===== config.mk =====
export PLATFORM = sky130hd
export DESIGN_NAME = cosine_similarity_stream
export DESIGN_NICKNAME = d
export VERILOG_FILES = /design/src/hw/rtl/cossim_pkg.sv /design/src/hw/rtl/cosine_similarity_stream.sv /design/src/hw/rtl/cossim_mul.sv /design/src/hw/rtl/cossim_acc.sv
export SDC_FILE = /design/constraint.sdc
export NUM_CORES = 2
export LEC_CHECK = 0
export ABC_AREA = 1
export BUFFER_PORTS_ARGS = -buffer_cell sky130_fd_sc_hd__clkbuf_2
export CAP_MARGIN = 20
export CELL_PAD_IN_SITES_DETAIL_PLACEMENT = 0
export CELL_PAD_IN_SITES_GLOBAL_PLACEMENT = 1
export CORE_ASPECT_RATIO = 1.4
export CORE_MARGIN = 5
export CORE_UTILIZATION = 34
export DETAILED_ROUTE_END_ITERATION = 8
export MAX_ROUTING_LAYER = met4
export PLACE_DENSITY = 0.67
export SLEW_MARGIN = 20
export SYNTH_ARGS = -nofsm -noshare
export SYNTH_HDL_FRONTEND = slang
export SYNTH_SLANG_ARGS = --single-unit

===== constraint.sdc =====
create_clock -name i_clk -period 13.8 [get_ports i_clk]
set_input_delay 2.07 -clock i_clk [delete_from_list [all_inputs] [get_ports i_clk]]
set_output_delay 2.07 -clock i_clk [all_outputs]
set_load 0.01 [all_outputs]

===== src/hw/rtl/cossim_pkg.sv =====
package cossim_pkg;

    localparam int C_MAX_ELEMENTS = 4096;
    localparam int C_ELEM_WIDTH   = 16;

    localparam int C_FIELD_W   = 16;
    localparam int C_ELEM_W    = C_FIELD_W + 1;
    localparam int C_DOT_W     = 44;
    localparam int C_NORM_W    = 43;
    localparam int C_CNT_OUT_W = 13;
    localparam int C_EPROD_W   = 2 * C_ELEM_W;
    localparam int C_OP_W      = 33;
    localparam int C_PROD_W    = 2 * C_OP_W;
    localparam int C_NSH_W     = 30;
    localparam int C_PN_W      = 2 * C_NSH_W;
    localparam int C_SUM_W     = 120;
    localparam int C_LHS_W     = 92;
    localparam int C_ROOT_W    = 16;
    localparam int C_SH_W      = 7;

    localparam bit C_ELEM_SIGNED = (C_ELEM_WIDTH <= C_FIELD_W);
    localparam int C_SIGN_BIT    = C_ELEM_SIGNED ? C_ELEM_WIDTH - 1 : C_FIELD_W - 1;

    typedef struct packed {
        logic signed [C_FIELD_W-1:0] elem_a;
        logic signed [C_FIELD_W-1:0] elem_b;
        logic                        last_pair;
    } t_in;

    typedef struct packed {
        logic signed [C_ROOT_W-1:0]  similarity;
        logic                        zero_norm;
        logic [C_CNT_OUT_W-1:0]      pair_count;
        logic                        saturated;
    } t_out;

    typedef enum logic [2:0] {
        S_IDLE,
        S_ACC,
        S_LOAD,
        S_NORM,
        S_SETUP,
        S_SEARCH,
        S_OUT
    } t_state;

    typedef enum logic [1:0] {
        ACC_DOT,
        ACC_NA,
        ACC_NB
    } t_acc_sel;

    typedef struct packed {
        logic     clear;
        logic     add;
        t_acc_sel sel;
        logic     step_count;
    } t_acc_ctrl;

    // Takes the low element bits; narrower elements are sign extended,
    // wider ones leave the field value non-negative.
    function automatic logic signed [C_ELEM_W-1:0] f_elem(input logic [C_FIELD_W-1:0] raw);
        logic [C_ELEM_W-1:0] v;
        v = {1'b0, raw};
        if (C_ELEM_SIGNED) begin
            for (int i = 0; i < C_ELEM_W; i++) begin
                if (i >= C_ELEM_WIDTH) begin
                    v[i] = raw[C_SIGN_BIT];
                end
            end
        end
        return signed'(v);
    endfunction

endpackage


===== src/hw/rtl/cosine_similarity_stream.sv =====
// Streaming cosine similarity of two fixed-point vectors.
// Input channel: one element pair per transfer (elem_a, elem_b, last_pair).
// Output channel: one result per vector, sent after the pair marked last,
// carrying similarity (Q1.15), zero_norm, pair_count and saturated.
// Every pair goes through one shared 33x33 multiplier three times, and a
// new pair is taken only once the block is through with the one before.
// On the last pair the same multiplier runs the back end: the norms are
// scaled down two bits per shift step, a setup pass forms the norm product
// and the squared dot product, and the root search tests 1 to 16 candidates,
// one per root bit from the top; a vector with a zero norm skips the back end.
// The result register frees the input side: new pairs are taken while a
// result waits, and only the next result waits for the receiver to take it.
// Synchronous reset clears the accumulators and drops any pending result.
module cosine_similarity_stream #(
    parameter int MAX_ELEMENTS = cossim_pkg::C_MAX_ELEMENTS
) (
    input  logic               i_clk,
    input  logic               i_rst_n,
    input  logic               i_in_valid,
    output logic               o_in_ready,
    input  cossim_pkg::t_in    i_in_data,
    output logic               o_out_valid,
    input  logic               i_out_ready,
    output cossim_pkg::t_out   o_out_data
);
    import cossim_pkg::*;

    localparam int CNT_W = $clog2(MAX_ELEMENTS + 1);

    t_state                    r_state, n_state;
    logic [2:0]                r_step;
    logic [3:0]                r_bit;
    logic signed [C_ELEM_W-1:0] r_a, r_b;
    logic                      r_last;
    logic [C_NORM_W-1:0]       r_na, r_nb;
    logic [C_DOT_W-1:0]        r_dp;
    logic                      r_neg, r_zero, r_sat_out;
    logic [C_CNT_OUT_W-1:0]    r_cnt_out;
    logic [C_PN_W-1:0]         r_pn;
    logic [C_SUM_W-1:0]        r_xsq, n_sum, add_base;
    logic [C_LHS_W-1:0]        r_lhs;
    logic [31:0]               r_t2;
    logic [C_ROOT_W-1:0]       r_root, cand, t_odd, sim_val;
    logic                      r_out_valid;
    t_out                      r_out;

    logic                      mul_en;
    logic signed [C_OP_W-1:0]  mul_a, mul_b;
    logic signed [C_PROD_W-1:0] prod;
    logic [63:0]               pu;
    logic [C_SH_W-1:0]         add_sh;

    t_acc_ctrl                 acc_ctrl;
    logic signed [C_DOT_W-1:0] dot_acc;
    logic [C_NORM_W-1:0]       na_acc, nb_acc;
    logic [CNT_W-1:0]          cnt_acc;
    logic                      sat_acc;

    logic                      in_xfer, out_load, na_hi, nb_hi, fits;
    logic [31:0]               xl;
    logic [C_DOT_W-17:0]       xh;

    cossim_mul u_mul (
        .i_clk  (i_clk),
        .i_en   (mul_en),
        .i_a    (mul_a),
        .i_b    (mul_b),
        .o_prod (prod)
    );

    cossim_acc #(
        .MAX_ELEMENTS (MAX_ELEMENTS)
    ) u_acc (
        .i_clk    (i_clk),
        .i_rst_n  (i_rst_n),
        .i_ctrl   (acc_ctrl),
        .i_prod   (prod[C_EPROD_W-1:0]),
        .o_dot    (dot_acc),
        .o_norm_a (na_acc),
        .o_norm_b (nb_acc),
        .o_count  (cnt_acc),
        .o_sat    (sat_acc)
    );

    assign pu       = prod[63:0];
    assign in_xfer  = i_in_valid && o_in_ready;
    assign out_load = (r_state == S_OUT) && (!r_out_valid || i_out_ready);
    assign na_hi    = |r_na[C_NORM_W-1:C_NSH_W];
    assign nb_hi    = |r_nb[C_NORM_W-1:C_NSH_W];
    assign xl       = {r_dp[15:0], 16'h0000};
    assign xh       = r_dp[C_DOT_W-1:16];
    assign cand     = (r_bit == 4'd15) ? 16'h8000 : (r_root | (16'd1 << r_bit));
    assign t_odd    = C_ROOT_W'({cand, 1'b0} - 17'd1);
    assign fits     = C_SUM_W'(r_lhs) <= r_xsq;
    assign add_base = (r_state == S_SEARCH) ? C_SUM_W'(r_lhs) : r_xsq;
    assign n_sum    = add_base + (C_SUM_W'(pu) << add_sh);

    always_comb begin
        n_state = r_state;
        unique case (r_state)
            S_IDLE: begin
                if (i_in_valid) begin
                    n_state = S_ACC;
                end
            end
            S_ACC: begin
                if (r_step == 3'd3) begin
                    n_state = r_last ? S_LOAD : S_IDLE;
                end
            end
            S_LOAD: begin
                n_state = (na_acc == '0 || nb_acc == '0) ? S_OUT : S_NORM;
            end
            S_NORM: begin
                if (!na_hi && !nb_hi) begin
                    n_state = S_SETUP;
                end
            end
            S_SETUP: begin
                if (r_step == 3'd4) begin
                    n_state = S_SEARCH;
                end
            end
            S_SEARCH: begin
                if (r_step == 3'd4 && ((fits && r_bit == 4'd15) || r_bit == 4'd0)) begin
                    n_state = S_OUT;
                end
            end
            S_OUT: begin
                if (out_load) begin
                    n_state = S_IDLE;
                end
            end
            default: begin
                n_state = S_IDLE;
            end
        endcase
    end

    always_comb begin
        o_in_ready = 1'b0;
        mul_en     = 1'b0;
        mul_a      = '0;
        mul_b      = '0;
        add_sh     = '0;
        acc_ctrl   = '{clear: 1'b0, add: 1'b0, sel: ACC_DOT, step_count: 1'b0};
        unique case (r_state)
            S_IDLE: begin
                o_in_ready = 1'b1;
            end
            S_ACC: begin
                mul_en = (r_step < 3'd3);
                case (r_step)
                    3'd0: begin
                        mul_a = C_OP_W'(r_a);
                        mul_b = C_OP_W'(r_b);
                    end
                    3'd1: begin
                        mul_a = C_OP_W'(r_a);
                        mul_b = C_OP_W'(r_a);
                    end
                    default: begin
                        mul_a = C_OP_W'(r_b);
                        mul_b = C_OP_W'(r_b);
                    end
                endcase
                acc_ctrl.add        = (r_step != 3'd0);
                acc_ctrl.step_count = (r_step == 3'd3);
                if (r_step == 3'd2) begin
                    acc_ctrl.sel = ACC_NA;
                end else if (r_step == 3'd3) begin
                    acc_ctrl.sel = ACC_NB;
                end
            end
            S_LOAD: begin
                acc_ctrl.clear = 1'b1;
            end
            S_NORM: begin
                mul_en = 1'b0;
            end
            S_SETUP: begin
                mul_en = (r_step < 3'd4);
                case (r_step)
                    3'd0: begin
                        mul_a = C_OP_W'(r_na[C_NSH_W-1:0]);
                        mul_b = C_OP_W'(r_nb[C_NSH_W-1:0]);
                    end
                    3'd1: begin
                        mul_a = C_OP_W'(xl);
                        mul_b = C_OP_W'(xl);
                    end
                    3'd2: begin
                        mul_a = C_OP_W'(xh);
                        mul_b = C_OP_W'(xh);
                    end
                    default: begin
                        mul_a = C_OP_W'(xl);
                        mul_b = C_OP_W'(xh);
                    end
                endcase
                if (r_step == 3'd3) begin
                    add_sh = C_SH_W'(64);
                end else if (r_step == 3'd4) begin
                    add_sh = C_SH_W'(33);
                end
            end
            S_SEARCH: begin
                mul_en = (r_step < 3'd3);
                case (r_step)
                    3'd0: begin
                        mul_a = C_OP_W'(t_odd);
                        mul_b = C_OP_W'(t_odd);
                    end
                    3'd1: begin
                        mul_a = C_OP_W'(pu[31:0]);
                        mul_b = C_OP_W'(r_pn[31:0]);
                    end
                    default: begin
                        mul_a = C_OP_W'(r_t2);
                        mul_b = C_OP_W'(r_pn[C_PN_W-1:32]);
                    end
                endcase
                if (r_step == 3'd3) begin
                    add_sh = C_SH_W'(32);
                end
            end
            S_OUT: begin
                o_in_ready = 1'b0;
            end
            default: begin
                o_in_ready = 1'b0;
            end
        endcase
    end

    always_comb begin
        if (r_zero) begin
            sim_val = '0;
        end else if (r_neg) begin
            sim_val = ~r_root + 16'd1;
        end else if (r_root[C_ROOT_W-1]) begin
            sim_val = 16'h7FFF;
        end else begin
            sim_val = r_root;
        end
    end

    always_ff @(posedge i_clk) begin
        if (!i_rst_n) begin
            r_state     <= S_IDLE;
            r_step      <= '0;
            r_bit       <= '0;
            r_out_valid <= 1'b0;
        end else begin
            r_state <= n_state;
            if (n_state != r_state) begin
                r_step <= '0;
            end else if (r_state == S_SEARCH && r_step == 3'd4) begin
                r_step <= '0;
            end else if (r_state == S_ACC || r_state == S_SETUP || r_state == S_SEARCH) begin
                r_step <= r_step + 3'd1;
            end
            if (r_state == S_SETUP) begin
                r_bit <= 4'd15;
            end else if (r_state == S_SEARCH && r_step == 3'd4) begin
                r_bit <= r_bit - 4'd1;
            end
            if (out_load) begin
                r_out_valid <= 1'b1;
            end else if (i_out_ready) begin
                r_out_valid <= 1'b0;
            end
        end
    end

    always_ff @(posedge i_clk) begin
        if (in_xfer) begin
            r_a    <= f_elem(i_in_data.elem_a);
            r_b    <= f_elem(i_in_data.elem_b);
            r_last <= i_in_data.last_pair;
        end
        case (r_state)
            S_LOAD: begin
                r_na      <= na_acc;
                r_nb      <= nb_acc;
                r_neg     <= dot_acc[C_DOT_W-1];
                r_dp      <= dot_acc[C_DOT_W-1] ? unsigned'(-dot_acc) : unsigned'(dot_acc);
                r_zero    <= (na_acc == '0 || nb_acc == '0);
                r_cnt_out <= C_CNT_OUT_W'(cnt_acc);
                r_sat_out <= sat_acc;
                r_xsq     <= '0;
                r_root    <= '0;
            end
            S_NORM: begin
                if (na_hi) begin
                    r_na <= r_na >> 2;
                end
                if (nb_hi) begin
                    r_nb <= r_nb >> 2;
                end
                r_dp <= r_dp >> ({1'b0, na_hi} + {1'b0, nb_hi});
            end
            S_SETUP: begin
                if (r_step == 3'd1) begin
                    r_pn <= pu[C_PN_W-1:0];
                end else if (r_step != 3'd0) begin
                    r_xsq <= n_sum;
                end
            end
            S_SEARCH: begin
                if (r_step == 3'd0) begin
                    r_lhs <= '0;
                end else if (r_step == 3'd1) begin
                    r_t2 <= pu[31:0];
                end else if (r_step == 3'd4) begin
                    if (fits) begin
                        r_root <= cand;
                    end
                end else begin
                    r_lhs <= C_LHS_W'(n_sum);
                end
            end
            default: begin
            end
        endcase
        if (out_load) begin
            r_out.similarity <= signed'(sim_val);
            r_out.zero_norm  <= r_zero;
            r_out.pair_count <= r_cnt_out;
            r_out.saturated  <= r_sat_out;
        end
    end

    assign o_out_valid = r_out_valid;
    assign o_out_data  = r_out;

`ifndef SYNTHESIS
    a_acc_cleared: assert property (@(posedge i_clk) disable iff (!i_rst_n)
        (r_state == S_LOAD) |=> (cnt_acc == '0 && !sat_acc && na_acc == '0))
        else $error("accumulators not cleared after a vector");

    a_norm_scaled: assert property (@(posedge i_clk) disable iff (!i_rst_n)
        (r_state == S_SETUP) |-> (!na_hi && !nb_hi))
        else $error("norm not scaled below the search range");

    a_root_range: assert property (@(posedge i_clk) disable iff (!i_rst_n)
        (r_state == S_SEARCH) |-> !r_root[C_ROOT_W-1])
        else $error("root search continued past full scale");

    a_zero_result: assert property (@(posedge i_clk) disable iff (!i_rst_n)
        (o_out_valid && o_out_data.zero_norm) |-> (o_out_data.similarity == '0))
        else $error("zero-norm result carries a nonzero similarity");
`endif

endmodule


===== src/hw/rtl/cossim_mul.sv =====
module cossim_mul (
    input  logic                                   i_clk,
    input  logic                                   i_en,
    input  logic signed [cossim_pkg::C_OP_W-1:0]   i_a,
    input  logic signed [cossim_pkg::C_OP_W-1:0]   i_b,
    output logic signed [cossim_pkg::C_PROD_W-1:0] o_prod
);
    import cossim_pkg::*;

    logic signed [C_PROD_W-1:0] r_prod;

    always_ff @(posedge i_clk) begin
        if (i_en) begin
            r_prod <= i_a * i_b;
        end
    end

    assign o_prod = r_prod;

endmodule


===== src/hw/rtl/cossim_acc.sv =====
module cossim_acc #(
    parameter int MAX_ELEMENTS = cossim_pkg::C_MAX_ELEMENTS
) (
    input  logic                                    i_clk,
    input  logic                                    i_rst_n,
    input  cossim_pkg::t_acc_ctrl                   i_ctrl,
    input  logic signed [cossim_pkg::C_EPROD_W-1:0] i_prod,
    output logic signed [cossim_pkg::C_DOT_W-1:0]   o_dot,
    output logic [cossim_pkg::C_NORM_W-1:0]         o_norm_a,
    output logic [cossim_pkg::C_NORM_W-1:0]         o_norm_b,
    output logic [$clog2(MAX_ELEMENTS + 1)-1:0]     o_count,
    output logic                                    o_sat
);
    import cossim_pkg::*;

    localparam int CNT_W = $clog2(MAX_ELEMENTS + 1);
    localparam int DSW   = C_DOT_W + 1;
    localparam int NSW   = C_NORM_W + 1;
    localparam logic signed [DSW-1:0] DOT_HI = {2'b00, {(C_DOT_W - 1){1'b1}}};
    localparam logic signed [DSW-1:0] DOT_LO = {2'b11, {(C_DOT_W - 1){1'b0}}};

    logic signed [C_DOT_W-1:0] r_dot, n_dot;
    logic [C_NORM_W-1:0]       r_na, n_na, r_nb, n_nb;
    logic [CNT_W-1:0]          r_cnt, n_cnt;
    logic                      r_sat, n_sat;
    logic signed [DSW-1:0]     dot_sum;
    logic [NSW-1:0]            norm_sum;
    logic [C_NORM_W-1:0]       norm_sel;

    assign dot_sum  = DSW'(r_dot) + DSW'(i_prod);
    assign norm_sel = (i_ctrl.sel == ACC_NA) ? r_na : r_nb;
    assign norm_sum = NSW'(norm_sel) + NSW'(i_prod[C_EPROD_W-2:0]);

    always_comb begin
        n_dot = r_dot;
        n_na  = r_na;
        n_nb  = r_nb;
        n_cnt = r_cnt;
        n_sat = r_sat;
        if (i_ctrl.clear) begin
            n_dot = '0;
            n_na  = '0;
            n_nb  = '0;
            n_cnt = '0;
            n_sat = 1'b0;
        end else begin
            if (i_ctrl.add) begin
                unique case (i_ctrl.sel)
                    ACC_DOT: begin
                        if (dot_sum > DOT_HI) begin
                            n_dot = DOT_HI[C_DOT_W-1:0];
                            n_sat = 1'b1;
                        end else if (dot_sum < DOT_LO) begin
                            n_dot = DOT_LO[C_DOT_W-1:0];
                            n_sat = 1'b1;
                        end else begin
                            n_dot = dot_sum[C_DOT_W-1:0];
                        end
                    end
                    ACC_NA: begin
                        n_na = norm_sum[C_NORM_W] ? '1 : norm_sum[C_NORM_W-1:0];
                        n_sat = r_sat | norm_sum[C_NORM_W];
                    end
                    ACC_NB: begin
                        n_nb = norm_sum[C_NORM_W] ? '1 : norm_sum[C_NORM_W-1:0];
                        n_sat = r_sat | norm_sum[C_NORM_W];
                    end
                    default: begin
                        n_dot = r_dot;
                    end
                endcase
            end
            if (i_ctrl.step_count) begin
                if (r_cnt >= CNT_W'(MAX_ELEMENTS)) begin
                    n_sat = 1'b1;
                end else begin
                    n_cnt = r_cnt + CNT_W'(1);
                end
            end
        end
    end

    always_ff @(posedge i_clk) begin
        if (!i_rst_n) begin
            r_dot <= '0;
            r_na  <= '0;
            r_nb  <= '0;
            r_cnt <= '0;
            r_sat <= 1'b0;
        end else begin
            r_dot <= n_dot;
            r_na  <= n_na;
            r_nb  <= n_nb;
            r_cnt <= n_cnt;
            r_sat <= n_sat;
        end
    end

    assign o_dot    = r_dot;
    assign o_norm_a = r_na;
    assign o_norm_b = r_nb;
    assign o_count  = r_cnt;
    assign o_sat    = r_sat;

endmodule

==> out/results.txt <==
drt first pass iters: 5
placed inst area: 95400 um2
required time of the critical path: 14.25 ns
WL final: 382000 um
final setup TNS: 0 ns
sequential area share after synthesis: 23.0%
post_cts resized: 0
Core ar.: 266000 um2
Synth Area in XOR/XNOR: 2.24%
Post-CTS Setup Inserts: 0
period utilization: 85.3%
Sw Share: 46.7%
die area: 278000 um2
CTS tree: built
Mean Syn Cell Area: 7.77 um2
Worst setup EP type: flop
headroom to the max-slew limit: 20.1%
Routed WL per cell: 25.2 um
hold_buf cts: 0
Static Leak: 46.0 nW
DP HPWL: 312000 um
internal power: 5.71 mW
post-synthesis simple-gate area fraction: 18.3%
asr flop ratio synth: 0%
first-pass GRT wire length: 554000 um
antenna violations before repair: 25
Worst Skew: 0.0997 ns
GRT overflow: 0
Num CTS Buffers: 89
Switch Pwr: 5.00 mW
largest net degree at the start of global routing: 121
Post-Synth Adder-Cell Area: 31.9%
Fillers: 28100
Clock Latency Late Sink: 0.73 ns
Nets: 13300
pre-CTS setup slack: 2.16 ns
status: finished, final reports clean
io pins: 70
Ys Warns: 0
clock tree buffer depth: 3
Max Cap Violations: 0
overall die height: 622 um
root buffer cell: clkbuf_16
Cells after Synth: 11700
Antenna Nets Post-Route: 0
area share of the largest cell type after synthesis: 24.8%
Synth Area in Compound Gates: 12.3%
Worst-path clk slew: 0.06 ns
Synth top cells by count: nand2_1 (2415), inv_1 (2413), nor2_1 (1267), fa_1 (1128), o21ai_0 (860)
CP Class: reg -> reg
RSZ-0062 raised after global routing: no
fmax: 85.0 MHz
drt initial violations: 6503
Slew Viols, Final: 0
worst hold path type: reg -> reg
CTS H-tree depth: 3
P per Cell Area: 108 nW/um2
clock network power share: 24.5%
Synth area leaders: fa_1 (25%), edfxtp_1 (20%), nand2_1 (10%)
slack of the critical path: 2.03 ns
dominant cell by count in the synthesized netlist: nand2_1
Post-synth EDFFs: 594
post-synthesis mux area share: 0.111%
Via density: 5.25
min Tclk post-route: 11.77 ns
Yosys top cell by area: fa_1
cell area after layout: 98700 um2
die width: 447 um
CP arrival: 12.22 ns
count of final setup violators: 0
worst-margin pin slew: 1.20 ns
post-synth cell types: 75
syn nets: 13400
Primary FF master, synth: edfxtp_1
largest family of logic cells by synthesized area: adder cells
Critical Path Start Type: flop
layout cells sized above 1: 4.50%
Sinks on Clock Net: 749
Logic pwr share: 49.4%
initial core utilization: 34.1%
mapped cell area: 90900 um2
critical path's most frequent cell: inv_1
crit path max-delay cell type: fa_1
Tot GR Track Use: 27.8%
Critical Path Fanout Max: 24
Fin. Hold Viols: 0
Routability Congestion: 1.01
flops & latches, synth: 749
Crit path largest cell delay: 0.99 ns
vias in the first global route: 82400
Port Buf Inserts: 69
# DRC: 0
Flop pwr share: 26.1%
site row count: 224
Via Count: 79800
Area growth syn-to-layout: 8.60%
peak supply drop: 98.4 uV
## routing by layer
| layer | share of wire [%] | routed length (um) | GRT usage, % |
|---|---|---|---|
| met5 | 0 | 0 | - |
| met4 | 7.2 | 27500 | 16.0 |
| met3 | 4.9 | 18700 | 2.94 |
| met2 | 50 | 192000 | 48.2 |
| met1 | 38 | 144000 | 31.1 |
## metrics by stage
stage | cells | total power, mW | hold slack (ns) | util (%)
after floorplan | 11700 | 5.94 | 0.400 | -
after global placement | 15000 | 8.08 | 0.411 | 35.8
after detailed placement | 15000 | 8.08 | 0.405 | 35.8
after CTS | 15200 | 10.7 | 0.420 | 37.1
after global routing | 15200 | 11.3 | 0.433 | 37.1
final | 15200 | 10.7 | 0.418 | 37.1
## sequential cells by signal (all words and copies together) (netlist names), 44 cells and up
| register | count |
|---|---|
| u_mul.o_prod | 64 |
| r_xsq | 120 |
| r_dp | 44 |
| u_acc.o_dot | 44 |
| r_pn | 60 |
| r_lhs | 92 |
## area by class of cell
type,count,area (um2),area share (%)
inverter,2451,9210,9.32
clock buffer,101,2340,2.37
tap,3503,4380,4.44
sequential,749,20900,21.2
antenna,17,42.5,0.0431
timing repair buffer,235,1630,1.65
clock inverter,66,912,0.924
multi-input combinational,8077,59300,60.0
## cells in the final DEF, fill, tap and decap left out, drive strengths merged, types with 66 or more instances in the layout
master and instances:
nand3 229, clkbuf 170, fa 1128, nor3 90
a21oi 688, xnor2 116, nand4 66, dfxtp 155
nor2 1284, buf 166, o21ai 888, a31oi 80
xor2 117, edfxtp 594, inv 2454, ha 517
o211ai 69, nand2 2421
## logic make-up after synthesis
logic type	count (synthesis)
AOI/OAI and AO/OA	2018
xor gates and xnor gates	233
adders and majority gates	1645
buffers and inverters	2879
DFF	749
muxes	10
and+or+nand+nor	4171
## worst paths after layout
kind / cells after the start / endpoint / start / slack, ns
worst max-delay path: 35 / u_mul.o_prod[63]$_DFFE_PP_ / r_step[1]$_SDFFE_PP0P_ / 2.03
worst min-delay path: 0 / o_out_data[8]$_DFFE_PP_ / r_cnt_out[7]$_DFFE_PP_ / 0.42
worst max register to register: 35 / u_mul.o_prod[63]$_DFFE_PP_ / r_step[1]$_SDFFE_PP0P_ / 2.03
worst min register to register: 0 / o_out_data[8]$_DFFE_PP_ / r_cnt_out[7]$_DFFE_PP_ / 0.42
## power groups by stage
stage	clock (mW)	combinational (mW)	sequential [mW]
6_report	2.62	5.29	2.80
5_1_grt	2.75	5.77	2.78
4_1_cts	2.67	5.28	2.78
3_5_place_dp	0	5.26	2.82
3_3_place_gp	0	5.26	2.82
2_1_floorplan	0	3.21	2.73
## worst max-delay path, delay by kind of cell, from the launching register on
kind | cells | cell delay [ns]
adders and majority gates | 10 | 5.19
buffers and inverters | 12 | 3.20
and+or+nand+nor | 9 | 1.61
AOI/OAI and AO/OA | 3 | 0.86
DFF | 1 | 0.51
xor gates and xnor gates | 1 | 0.07
(Power assumes the default switching activity.)
